### config.mk
export PLATFORM = sky130hd
export DESIGN_NAME = sbcd_ctrl
export DESIGN_NICKNAME = d
export VERILOG_FILES = /design/src/hw/rtl/sbcd_pkg.sv /design/src/hw/rtl/sbcd_ctrl.sv
export SDC_FILE = /design/constraint.sdc
export NUM_CORES = 1
export LEC_CHECK = 0
export BUFFER_PORTS_ARGS = -buffer_cell sky130_fd_sc_hd__buf_2
export CAP_MARGIN = 20
export CORE_AREA = 2 2 39 41
export DETAILED_ROUTE_END_ITERATION = 8
export DIE_AREA = 0 0 41 43
export PLACE_DENSITY = 0.46
export REMOVE_ABC_BUFFERS = 1
export SLEW_MARGIN = 25
export SYNTH_ARGS = -nofsm -noshare
export SYNTH_HDL_FRONTEND = slang
export SYNTH_SLANG_ARGS = --single-unit
### constraint.sdc
create_clock -name clk -period 2.2 [get_ports clk]
set_input_delay 0.11 -clock clk [delete_from_list [all_inputs] [get_ports clk]]
set_output_delay 0.11 -clock clk [all_outputs]
set_load 0.03 [all_outputs]
### src/hw/rtl/sbcd_pkg.sv
// Shared types, codes and constants for the SCSI block command decoder.
// No dependencies.
`timescale 1ns / 1ps
`default_nettype none
package sbcd_pkg;

  localparam int unsigned REPLY_BYTES = 36;
  localparam int unsigned EMIT_CAP    = 36;

  localparam logic [1:0] ST_OK        = 2'd0;
  localparam logic [1:0] ST_BAD_CMD   = 2'd1;
  localparam logic [1:0] ST_BAD_FIELD = 2'd2;

  localparam logic [1:0] DIR_NONE  = 2'd0;
  localparam logic [1:0] DIR_READ  = 2'd1;
  localparam logic [1:0] DIR_WRITE = 2'd2;

  localparam logic [2:0] REG_BLK_BYTES   = 3'd0;
  localparam logic [2:0] REG_BLOCK_COUNT = 3'd1;
  localparam logic [2:0] REG_REMOVABLE   = 3'd2;
  localparam logic [2:0] REG_DEVICE_TYPE = 3'd3;
  localparam logic [2:0] REG_VENDOR      = 3'd4;
  localparam logic [2:0] REG_PRODUCT_HI  = 3'd5;
  localparam logic [2:0] REG_PRODUCT_LO  = 3'd6;
  localparam logic [2:0] REG_REVISION    = 3'd7;

  localparam logic [3:0] KEY_ILLEGAL = 4'd5;
  localparam logic [7:0] ASC_BAD_CMD   = 8'h20;
  localparam logic [7:0] ASC_BAD_FIELD = 8'h24;

  // reply kinds
  typedef enum logic [2:0] {
    RK_SENSE, RK_INQ, RK_EVPD, RK_MODE, RK_FMT, RK_CAP
  } reply_kind_t;

  typedef enum logic [2:0] {
    S_IDLE, S_MUL, S_SAT, S_ONE, S_REPLY
  } state_t;

  // controller to datapath
  typedef struct packed {
    logic load;      // latch command and decode
    logic mul;       // capture products
    logic sat;       // saturate results
    logic step;      // advance reply index
  } dp_cmd_t;

  // datapath to controller
  typedef struct packed {
    logic rw_op;     // decoded read or write
    logic reply;     // decoded reply command with bytes to send
    logic final_byte; // current reply byte is the last
  } dp_stat_t;

  typedef struct packed {
    logic [31:0] blk_bytes;
    logic [31:0] block_count;
    logic        removable;
    logic [4:0]  device_type;
    logic [63:0] vendor_id;
    logic [63:0] product_id_high;
    logic [63:0] product_id_low;
    logic [31:0] revision_id;
  } cfg_t;

endpackage
`default_nettype wire

### src/hw/rtl/sbcd_ctrl.sv
// Sequencer for the decoder: load, multiply, saturate, emit words.
// Uses sbcd_pkg; commands sbcd_datapath.
`timescale 1ns / 1ps
`default_nettype none
module sbcd_ctrl (
  input  wire logic           clk,
  input  wire logic           rst,
  input  wire logic           in_valid,
  output logic                in_ready,
  output logic                out_valid,
  input  wire logic           out_ready,
  output logic                last,
  input  sbcd_pkg::dp_stat_t  stat,
  output sbcd_pkg::dp_cmd_t   cmd
);
  sbcd_pkg::state_t state, state_next;

  always_ff @(posedge clk) begin
    if (rst) state <= sbcd_pkg::S_IDLE;
    else state <= state_next;
  end

  // next state
  always_comb begin
    state_next = state;
    unique case (state)
      sbcd_pkg::S_IDLE: if (in_valid) state_next = sbcd_pkg::S_MUL;
      sbcd_pkg::S_MUL: begin
        if (stat.rw_op) state_next = sbcd_pkg::S_SAT;
        else if (stat.reply) state_next = sbcd_pkg::S_REPLY;
        else state_next = sbcd_pkg::S_ONE;
      end
      sbcd_pkg::S_SAT: state_next = sbcd_pkg::S_ONE;
      sbcd_pkg::S_ONE: if (out_ready) state_next = sbcd_pkg::S_IDLE;
      sbcd_pkg::S_REPLY: if (out_ready && stat.final_byte) state_next = sbcd_pkg::S_IDLE;
      default: state_next = sbcd_pkg::S_IDLE;
    endcase
  end

  // outputs
  always_comb begin
    in_ready  = 1'b0;
    out_valid = 1'b0;
    last      = 1'b0;
    cmd       = '0;
    unique case (state)
      sbcd_pkg::S_IDLE: begin
        in_ready = 1'b1;
        cmd.load = in_valid;
      end
      sbcd_pkg::S_MUL: cmd.mul = 1'b1;
      sbcd_pkg::S_SAT: cmd.sat = 1'b1;
      sbcd_pkg::S_ONE: begin
        out_valid = 1'b1;
        last = 1'b1;
      end
      sbcd_pkg::S_REPLY: begin
        out_valid = 1'b1;
        last = stat.final_byte;
        cmd.step = out_ready && !stat.final_byte;
      end
      default: ;
    endcase
  end

`ifndef SYNTHESIS
  a_no_overlap: assert property (@(posedge clk) disable iff (rst)
    in_ready |-> !out_valid) else $error("input taken while word pending");
  a_load_mul: assert property (@(posedge clk) disable iff (rst)
    (in_valid && in_ready) |=> cmd.mul) else $error("load not followed by multiply");
  a_last_idle: assert property (@(posedge clk) disable iff (rst)
    (out_valid && out_ready && last) |=> in_ready) else $error("no return to idle");
`endif
endmodule
`default_nettype wire

==> flow_summary_export.csv <==
group,metric,value,unit
run_status,status,"finished, final reports clean",
drt,drtIter0Drc,4,
drt,wl,558,um
clocking,cts_root_buf,"clkbuf_4",
pwr,p_leak,0.157,nW
drt,wl_met2,225,um
sta,fin_setup_tns,0,ps
drt,vias,260,
clocking,cts_setup_buffers,0,
sta,finalHoldViolCount,0,
pwr,power,0.240,mW
clocking,clkTransAtPathRegs,40,ps
layout,top_regs,"state (3)",
sta,tightest_slew,351,ps
critical_path,cp_max_fo,9,
die,die_h,43,um
yosys,synthDistinctLibCells,21,
sta,fin_hold_ws,88.5,ps
global_routing,grt_pass1_wl,931,um
yosys,synth_cells,31,
pwr,power_density,705,nW/um^2
drt,top_layer_used,"met4",
layout,antenna_cells,0,
critical_path,crit_chain,"nand2_1 > nor3b_1 > buf_2",
critical_path,worstSetupPathType,"reg2out",
layout,syn2layout_area_growth,31.4,%
sta,max_freq,721,MHz
clocking,cts_buffers,3,
drt,ant_nets,0,
clocking,clk_latency,230,ps
clocking,clockBufferDepth,2,
yosys,synth-seq-area-share,0.232,
critical_path,path_delay_family,"flip-flops",
worst_hold_path,worstHoldPathType,"in2reg",
sta,finalCritPeriodShare,0.630,
global_routing,antenna_found_initial,0,
placement,dpl.hpwl,421,um
die,ios,14,
yosys,ys_top_cells_by_count,"4 x nand2_1, 3 x dfxtp_1, 3 x nor3_1",
yosys,synth_top_area_frac,0.232,
critical_path,cp_slowest_stage_delay,480,ps
clocking,clock-sinks,3,
die,start_util,0.187,
global_routing,grt_max_degree,11,
yosys,ys_top_cells_by_area,"dfxtp_1 23%, buf_6 8.7%, nor3_1 5.8%",
sta,rsz0062_at_grt,"false",
yosys,syn_area_per_cell,8.35,um^2
critical_path,required,2090,ps
die,rows,14,
drt,post_drt_via_cell_ratio,4.26,
clocking,cts_tree,"built",
global_routing,grt_use_total,0.0782,
yosys,ys.flop_type,"dfxtp_1",
drt,wl_met1,269,um
critical_path,path_buf_inv,1,
sta,min_period,1390,ps
global_routing,grt_pass1_vias,221,
placement,io_buffers,13,
layout,top_register,"state",
yosys,synth-seq-cells,3,
yosys,yosysTopAreaCell,"dfxtp_1",
yosys,async_reset_ff_frac,0,
clocking,cts-htree-levels,1,
yosys,synth_edf_count,0,
die,core-area,1380,um^2
run,cap_violations,0,
yosys,netlist_area,259,um^2
global_routing,grt-ovfl-total,0,
die,die_width,41,um
yosys,yosysWarnings,0,
sta,slew_headroom,0.766,
clocking,hold_buffers,0,
layout,drive_above_1_share,0.489,
critical_path,arrival,1280,ps
yosys,yosysMostFrequentCell,"nand2_1",
sta,slew_violations,0,
critical_path,endpoint_kind,"output pin",
sta,setup_violations,0,
layout,largest_register_ffs,3,
drt,dr_wl_met3,43,um
clocking,ctsResizeCount,0,
drt,wire_per_inst,9.15,um
placement,gp_congestion,0.637,
layout,nNetsFinal,53,
critical_path,cp_slowest_cell,"dfxtp_1",
pwr,vdd_ir_drop_max,0.175,mV
die,die-area,1760,um^2
sta,clock_skew,2.19,ps
critical_path,critPathLaunchType,"flop",
drt,first_pass_iters,2,
drt,drc,0,
cells in the final DEF, fill, tap and decap left out:
cell type / netlist / routed
a211oi_2: 1 / 1
a22oi_1: 1 / 1
a31oi_1: 1 / 1
and2_1: 1 / 1
and3_2: 1 / 1
buf_2: 0 / 13
clkbuf_1: 0 / 1
clkbuf_4: 0 / 3
dfxtp_1: 3 / 3
inv_1: 2 / 2
nand2_1: 4 / 4
nand2b_1: 1 / 1
nand3b_1: 1 / 1
nor2_1: 1 / 1
nor2b_2: 1 / 1
nor3_1: 3 / 3
nor3_2: 1 / 1
nor3b_1: 2 / 2
nor3b_2: 1 / 1
nor4_2: 1 / 1
nor4bb_1: 1 / 1
o21ai_0: 1 / 1
final timing paths:
path / slack (ps) / start / end / cells after the start
max: 810 / state[2] / cmd[0] / 3
min: 90 / rst / state[0] / 2
min reg2reg: 620 / state[2] / state[0] / 1
max reg2reg: 1140 / state[0] / state[0] / 3
metal layers:
layer	vias to the layer above	global-route usage
met2	12	0.0938
li1	136	-
met1	110	0.112
met5	-	0
met3	2	0.0209
met4	0	0.0600
power breakdown:
group	switching (mW)	internal, mW	total (mW)
Sequential	0.0115	0.0594	0.0710
Combinational	0.0452	0.0289	0.0741
Clock	0.0269	0.0678	0.0947
worst reg2reg max path: stages, from the launching register on:
cell,delay (ps)
dfxtp_1,470
nor3b_2,240
a211oi_2,70
nor4_2,200
cells by family after synthesis:
family	count (synthesis)	synth area share
DFF	3	0.232
buffers and inverters	5	0.145
and+or+nand+nor	19	0.502
AOI/OAI and AO/OA	4	0.121
metrics by stage:
step	area, um^2	setup WS [ps]	instances	util
global placement	314	1060	57	0.227
CTS	340	782	61	0.246
detailed placement	314	1040	57	0.227
finish	340	813	61	0.246
global route	340	701	61	0.246
floorplan	229	545	28	-
layout make-up:
cell class | count | area (um^2)
fillers | 163 | 1040
multi-input cells | 23 | 161
repair buffers | 13 | 65.1
flip-flops and latches | 3 | 60.1
clock buffers | 4 | 26.3
well taps | 16 | 20.0
inverters | 2 | 7.51
Note: power is estimated with default switching activity, not from simulation.
