File: config.mk
export PLATFORM = sky130hd
export DESIGN_NAME = sbcd_regs
export DESIGN_NICKNAME = d
export VERILOG_FILES = /design/src/hw/rtl/sbcd_pkg.sv /design/src/hw/rtl/sbcd_regs.sv
export SDC_FILE = /design/constraint.sdc
export NUM_CORES = 1
export LEC_CHECK = 0
export ABC_AREA = 1
export BUFFER_PORTS_ARGS = -buffer_cell sky130_fd_sc_hd__buf_2
export CAP_MARGIN = 25
export CORE_UTILIZATION = 47
export DETAILED_ROUTE_END_ITERATION = 6
export GPL_TIMING_DRIVEN = 0
export PLACE_DENSITY = 0.77
export SYNTH_ARGS = -nofsm -noshare
export SYNTH_HDL_FRONTEND = slang
export SYNTH_SLANG_ARGS = --single-unit
File: constraint.sdc
create_clock -name clk -period 1.15 [get_ports clk]
set_clock_uncertainty 0.05 [all_clocks]
set_input_delay 0.0575 -clock clk [delete_from_list [all_inputs] [get_ports clk]]
set_output_delay 0.0575 -clock clk [all_outputs]
set_load 0.01 [all_outputs]
File: src/hw/rtl/sbcd_pkg.sv
// Shared types, codes and constants for the SCSI block command decoder.
// No dependencies.
`timescale 1ns / 1ps
`default_nettype none
package sbcd_pkg;

  localparam int unsigned REPLY_BYTES = 36;
  localparam int unsigned EMIT_CAP    = 36;

  localparam logic [1:0] ST_OK        = 2'd0;
  localparam logic [1:0] ST_BAD_CMD   = 2'd1;
  localparam logic [1:0] ST_BAD_FIELD = 2'd2;

  localparam logic [1:0] DIR_NONE  = 2'd0;
  localparam logic [1:0] DIR_READ  = 2'd1;
  localparam logic [1:0] DIR_WRITE = 2'd2;

  localparam logic [2:0] REG_BLK_BYTES   = 3'd0;
  localparam logic [2:0] REG_BLOCK_COUNT = 3'd1;
  localparam logic [2:0] REG_REMOVABLE   = 3'd2;
  localparam logic [2:0] REG_DEVICE_TYPE = 3'd3;
  localparam logic [2:0] REG_VENDOR      = 3'd4;
  localparam logic [2:0] REG_PRODUCT_HI  = 3'd5;
  localparam logic [2:0] REG_PRODUCT_LO  = 3'd6;
  localparam logic [2:0] REG_REVISION    = 3'd7;

  localparam logic [3:0] KEY_ILLEGAL = 4'd5;
  localparam logic [7:0] ASC_BAD_CMD   = 8'h20;
  localparam logic [7:0] ASC_BAD_FIELD = 8'h24;

  // reply kinds
  typedef enum logic [2:0] {
    RK_SENSE, RK_INQ, RK_EVPD, RK_MODE, RK_FMT, RK_CAP
  } reply_kind_t;

  typedef enum logic [2:0] {
    S_IDLE, S_MUL, S_SAT, S_ONE, S_REPLY
  } state_t;

  // controller to datapath
  typedef struct packed {
    logic load;      // latch command and decode
    logic mul;       // capture products
    logic sat;       // saturate results
    logic step;      // advance reply index
  } dp_cmd_t;

  // datapath to controller
  typedef struct packed {
    logic rw_op;     // decoded read or write
    logic reply;     // decoded reply command with bytes to send
    logic final_byte; // current reply byte is the last
  } dp_stat_t;

  typedef struct packed {
    logic [31:0] blk_bytes;
    logic [31:0] block_count;
    logic        removable;
    logic [4:0]  device_type;
    logic [63:0] vendor_id;
    logic [63:0] product_id_high;
    logic [63:0] product_id_low;
    logic [31:0] revision_id;
  } cfg_t;

endpackage
`default_nettype wire

File: src/hw/rtl/sbcd_regs.sv
// APB configuration registers of the decoder.
// Uses sbcd_pkg.
`timescale 1ns / 1ps
`default_nettype none
module sbcd_regs (
  input  wire logic          clk,
  input  wire logic          rst,
  input  wire logic          psel,
  input  wire logic          penable,
  input  wire logic          pwrite,
  input  wire logic [5:0]    paddr,
  input  wire logic [63:0]   pwdata,
  output logic      [63:0]   prdata,
  output logic               pready,
  output sbcd_pkg::cfg_t     cfg
);
  logic [2:0] idx;
  logic       wr;
  assign idx = paddr[5:3];
  assign wr = psel && penable && pwrite && (paddr[2:0] == 3'd0);
  assign pready = 1'b1;

  // write registers
  always_ff @(posedge clk) begin
    if (rst) begin
      cfg.blk_bytes       <= 32'd512;
      cfg.block_count     <= 32'd36;
      cfg.removable       <= 1'b0;
      cfg.device_type     <= 5'd0;
      cfg.vendor_id       <= 64'd0;
      cfg.product_id_high <= 64'd0;
      cfg.product_id_low  <= 64'd0;
      cfg.revision_id     <= 32'd0;
    end else if (wr) begin
      unique case (idx)
        sbcd_pkg::REG_BLK_BYTES:   cfg.blk_bytes       <= pwdata[31:0];
        sbcd_pkg::REG_BLOCK_COUNT: cfg.block_count     <= pwdata[31:0];
        sbcd_pkg::REG_REMOVABLE:   cfg.removable       <= pwdata[0];
        sbcd_pkg::REG_DEVICE_TYPE: cfg.device_type     <= pwdata[4:0];
        sbcd_pkg::REG_VENDOR:      cfg.vendor_id       <= pwdata;
        sbcd_pkg::REG_PRODUCT_HI:  cfg.product_id_high <= pwdata;
        sbcd_pkg::REG_PRODUCT_LO:  cfg.product_id_low  <= pwdata;
        sbcd_pkg::REG_REVISION:    cfg.revision_id     <= pwdata[31:0];
        default: ;
      endcase
    end
  end

  // read mux
  always_comb begin
    unique case (idx)
      sbcd_pkg::REG_BLK_BYTES:   prdata = {32'd0, cfg.blk_bytes};
      sbcd_pkg::REG_BLOCK_COUNT: prdata = {32'd0, cfg.block_count};
      sbcd_pkg::REG_REMOVABLE:   prdata = {63'd0, cfg.removable};
      sbcd_pkg::REG_DEVICE_TYPE: prdata = {59'd0, cfg.device_type};
      sbcd_pkg::REG_VENDOR:      prdata = cfg.vendor_id;
      sbcd_pkg::REG_PRODUCT_HI:  prdata = cfg.product_id_high;
      sbcd_pkg::REG_PRODUCT_LO:  prdata = cfg.product_id_low;
      sbcd_pkg::REG_REVISION:    prdata = {32'd0, cfg.revision_id};
      default:                   prdata = 64'd0;
    endcase
  end
endmodule
`default_nettype wire

==> results.yml <==
global_route:
  antenna_found_initial: 1
  grtUsageTotal_pct: 44.8
  grt_pass1_wl_um: 106000
  grt_pass1_vias: 18200
  grt_max_degree: 14
  grt_overflow: 0
final_layout:
  fin_nets: 2974
  drive_above_1_share_pct: 42.6
  top_regs: "cfg (294)"
  fill_cells: 2179
  max_flop_register: "cfg"
  final_cell_mix: "nand2_1, nand3_1, buf_2"
  largest_register_ffs: 294
  final_common_cell: "nand2_1"
  seqCellArea_mm2: 0.00638
  multiInputGateArea_mm2: 0.00831
  antennaDiodeCount: 0
  syn_to_final_growth_pct: 60.4
power:
  p_int_mw: 17.1
  p_clk_share_pct: 46.9
  power_density_mw_per_mm2: 1010
  pwr-share-seq_pct: 42.9
  swShare_pct: 27.2
  ir_drop_mv: 1.01
  p_leak_nw: 11.6
  p_sw_mw: 6.39
  combPwrFrac_pct: 10.2
  power_mw: 23.5
logic_synthesis:
  ys_types: 18
  netlist_instances: 2268
  synth_fp_nets: 2343
  synth_seq_cells: 294
  synth_area_mm2: 0.0145
  ys_seq_area_share_pct: 40.7
  ys_warn_count: 0
  syn-mean-instance-area_um2: 6.37
drt:
  avgRoutedWirePerCell_um: 23.1
  via_per_inst: 5.95
  drt-pass1-iter-count: 6
  route.detailed.drc: 0
  ant_nets: 0
  drt-total-wl_um: 76300
  drt_iter0_drc: 2266
  num_vias: 19700
critical_path:
  worstRegToRegCells: 4
  critPathRequiredTime_ps: 1040
  crit_family: "simple AND/OR/NAND/NOR gates"
  path_buf_inv: 1
  crit_chain: "nand4_1 > nand2_1 > nor2_2 > nand3_1 > buf_2"
  slowest_delay_ps: 330
  crit_path_end_kind: "output pin"
  rr_startpoint: "cfg[54]"
  crit_cells: 5
  reg2reg_slack_ps: 190
  critPathKind: "reg2out"
  r2r-end: "cfg[54]"
  crit_slowest_cell: "dfxtp_2"
  arrival_ps: 1490
  start_kind: "flop"
  startpoint: "cfg[121]"
  path_max_fanout: 2
sta:
  period_share_pct: 139
  setup_violations: 158
  hold_viol: 0
  drv_slew: 0
  slew_headroom_pct: 48.6
  fin_ws_ps: -445
  fmax_ghz: 0.627
  post-route-min-period_ps: 1600
  rsz0062_at_grt: "yes"
  worst_pin_slew_ps: 770
floorplan:
  die_h_um: 177
  rows: 63
  coreArea_mm2: 0.0300
  io_pins: 434
  die_area_mm2: 0.0315
  start_util_pct: 48.3
  dieWidth_um: 177
clock_tree:
  clk_pin_slew_ps: 60
  clockBufferDepth: 3
  cts_sinks: 294
  htreeDepth: 2
  cts_tree: "done"
  clock_latency_ps: 520
  numCtsBuffers: 34
  cts_root_buffer: "clkbuf_16"
placed_design:
  io_buffers: 432
  post-place-ws_ps: -1180
  hpwl_um: 50400
  gp_congestion: 0.969
job:
  cap_viol_max_count: 0
status:
  violations: "setup timing"
  status: "complete, but fails checks"
min_path:
  hold_end: "cfg[0]"
  hold_path_depth: 7
  min_path_type: "in2reg"
  hp-start: "penable"
## worst register-to-register path, stage by stage (launching register included)
cell,delay [ps]
dfxtp_2,340
buf_6,120
buf_4,120
a21oi_1,150
nor2_1,70
## layout make-up
cell class	instances	share of cell area [%]
Tap cell	390	2.10
Clock buffer	44	4.05
Buffer	196	5.54
Sequential cell	294	27.5
Multi-Input combinational cell	1623	35.8
Clock inverter	15	0.669
Inverter	153	2.54
Timing Repair Buffer	597	21.8
## cell usage after synthesis
library cell,count,share of area [%]
conb_1,1,0.026
nand2_1,535,14
clkbuf_1,78,2.0
clkinv_1,1,0.026
o21ai_0,31,1.1
nor2_2,4,0.17
buf_1,19,0.49
nand3_1,399,14
inv_1,148,3.8
buf_2,97,3.4
a21oi_1,258,8.9
nor2_1,334,8.7
dfxtp_1,294,41
nor3_2,1,0.069
buf_4,4,0.21
inv_2,4,0.10
nand4_1,59,2.6
nor3_1,1,0.035
## worst max-delay path by stage
stage | slack (ps) | to
after floorplan | -30 | prdata[32]
after global placement | -1170 | prdata[57]
after detailed placement | -1180 | prdata[62]
after CTS | -430 | prdata[18]
after global routing | -440 | prdata[27]
final | -450 | prdata[25]
## cells by family (layout without fill, tap and decap cells)
logic type | after synthesis | in the layout | synth area share [%]
simple gates | 1333 | 1333 | 39.2
buf+inv | 351 | 1005 | 10.1
compound gates | 289 | 289 | 10.0
other cells | 1 | 1 | 0.0259
flops | 294 | 294 | 40.7
## power groups by stage
stage | Clock (mW) | Sequential, mW | Combinational, mW
4_1_cts | 10.8 | 10.1 | 2.17
6_report | 11.0 | 10.1 | 2.39
3_5_place_dp | 0 | 10.5 | 1.74
2_1_floorplan | 0 | 10.5 | 1.00
3_3_place_gp | 0 | 10.5 | 1.72
5_1_grt | 11.3 | 10.1 | 2.48
## what timing repair did
action                                 4_1_cts  5_1_grt
hold buffers                                58        0
cloned                                       4        2
setup endpoints to repair                  534      413
pin swaps                                   82       74
gates resized for setup                    783      365
endpoints found under the hold margin      231        0
buffers inserted                            75       52
## routing by layer
layer  global-route usage [%]  vias to the layer above  share of wire (%)  routed length, µm
li1                         -                     8637                  -                  -
met1                     51.3                     9145                 34              26100
met2                     73.6                     1557                 46              34800
met3                     12.3                      372                 13               9900
met4                     28.3                        2                7.3               5560
met5                        0                        -              0.017                 13
## metrics by stage
stage               area [µm²]  TNS [ps]  utilization [%]  cells  hold WS (ps)
floorplan                14500      -835                -   2268           162
global placement         17100   -241470             57.2   3090           274
detailed placement       17100   -247770             57.2   3090           274
CTS                      21900    -20630             73.2   3286          2.57
global route             23200    -25330             77.4   3312          29.2
finish                   23200    -23920             77.4   3312          21.2
Note: power is estimated with default switching activity, not from simulation.
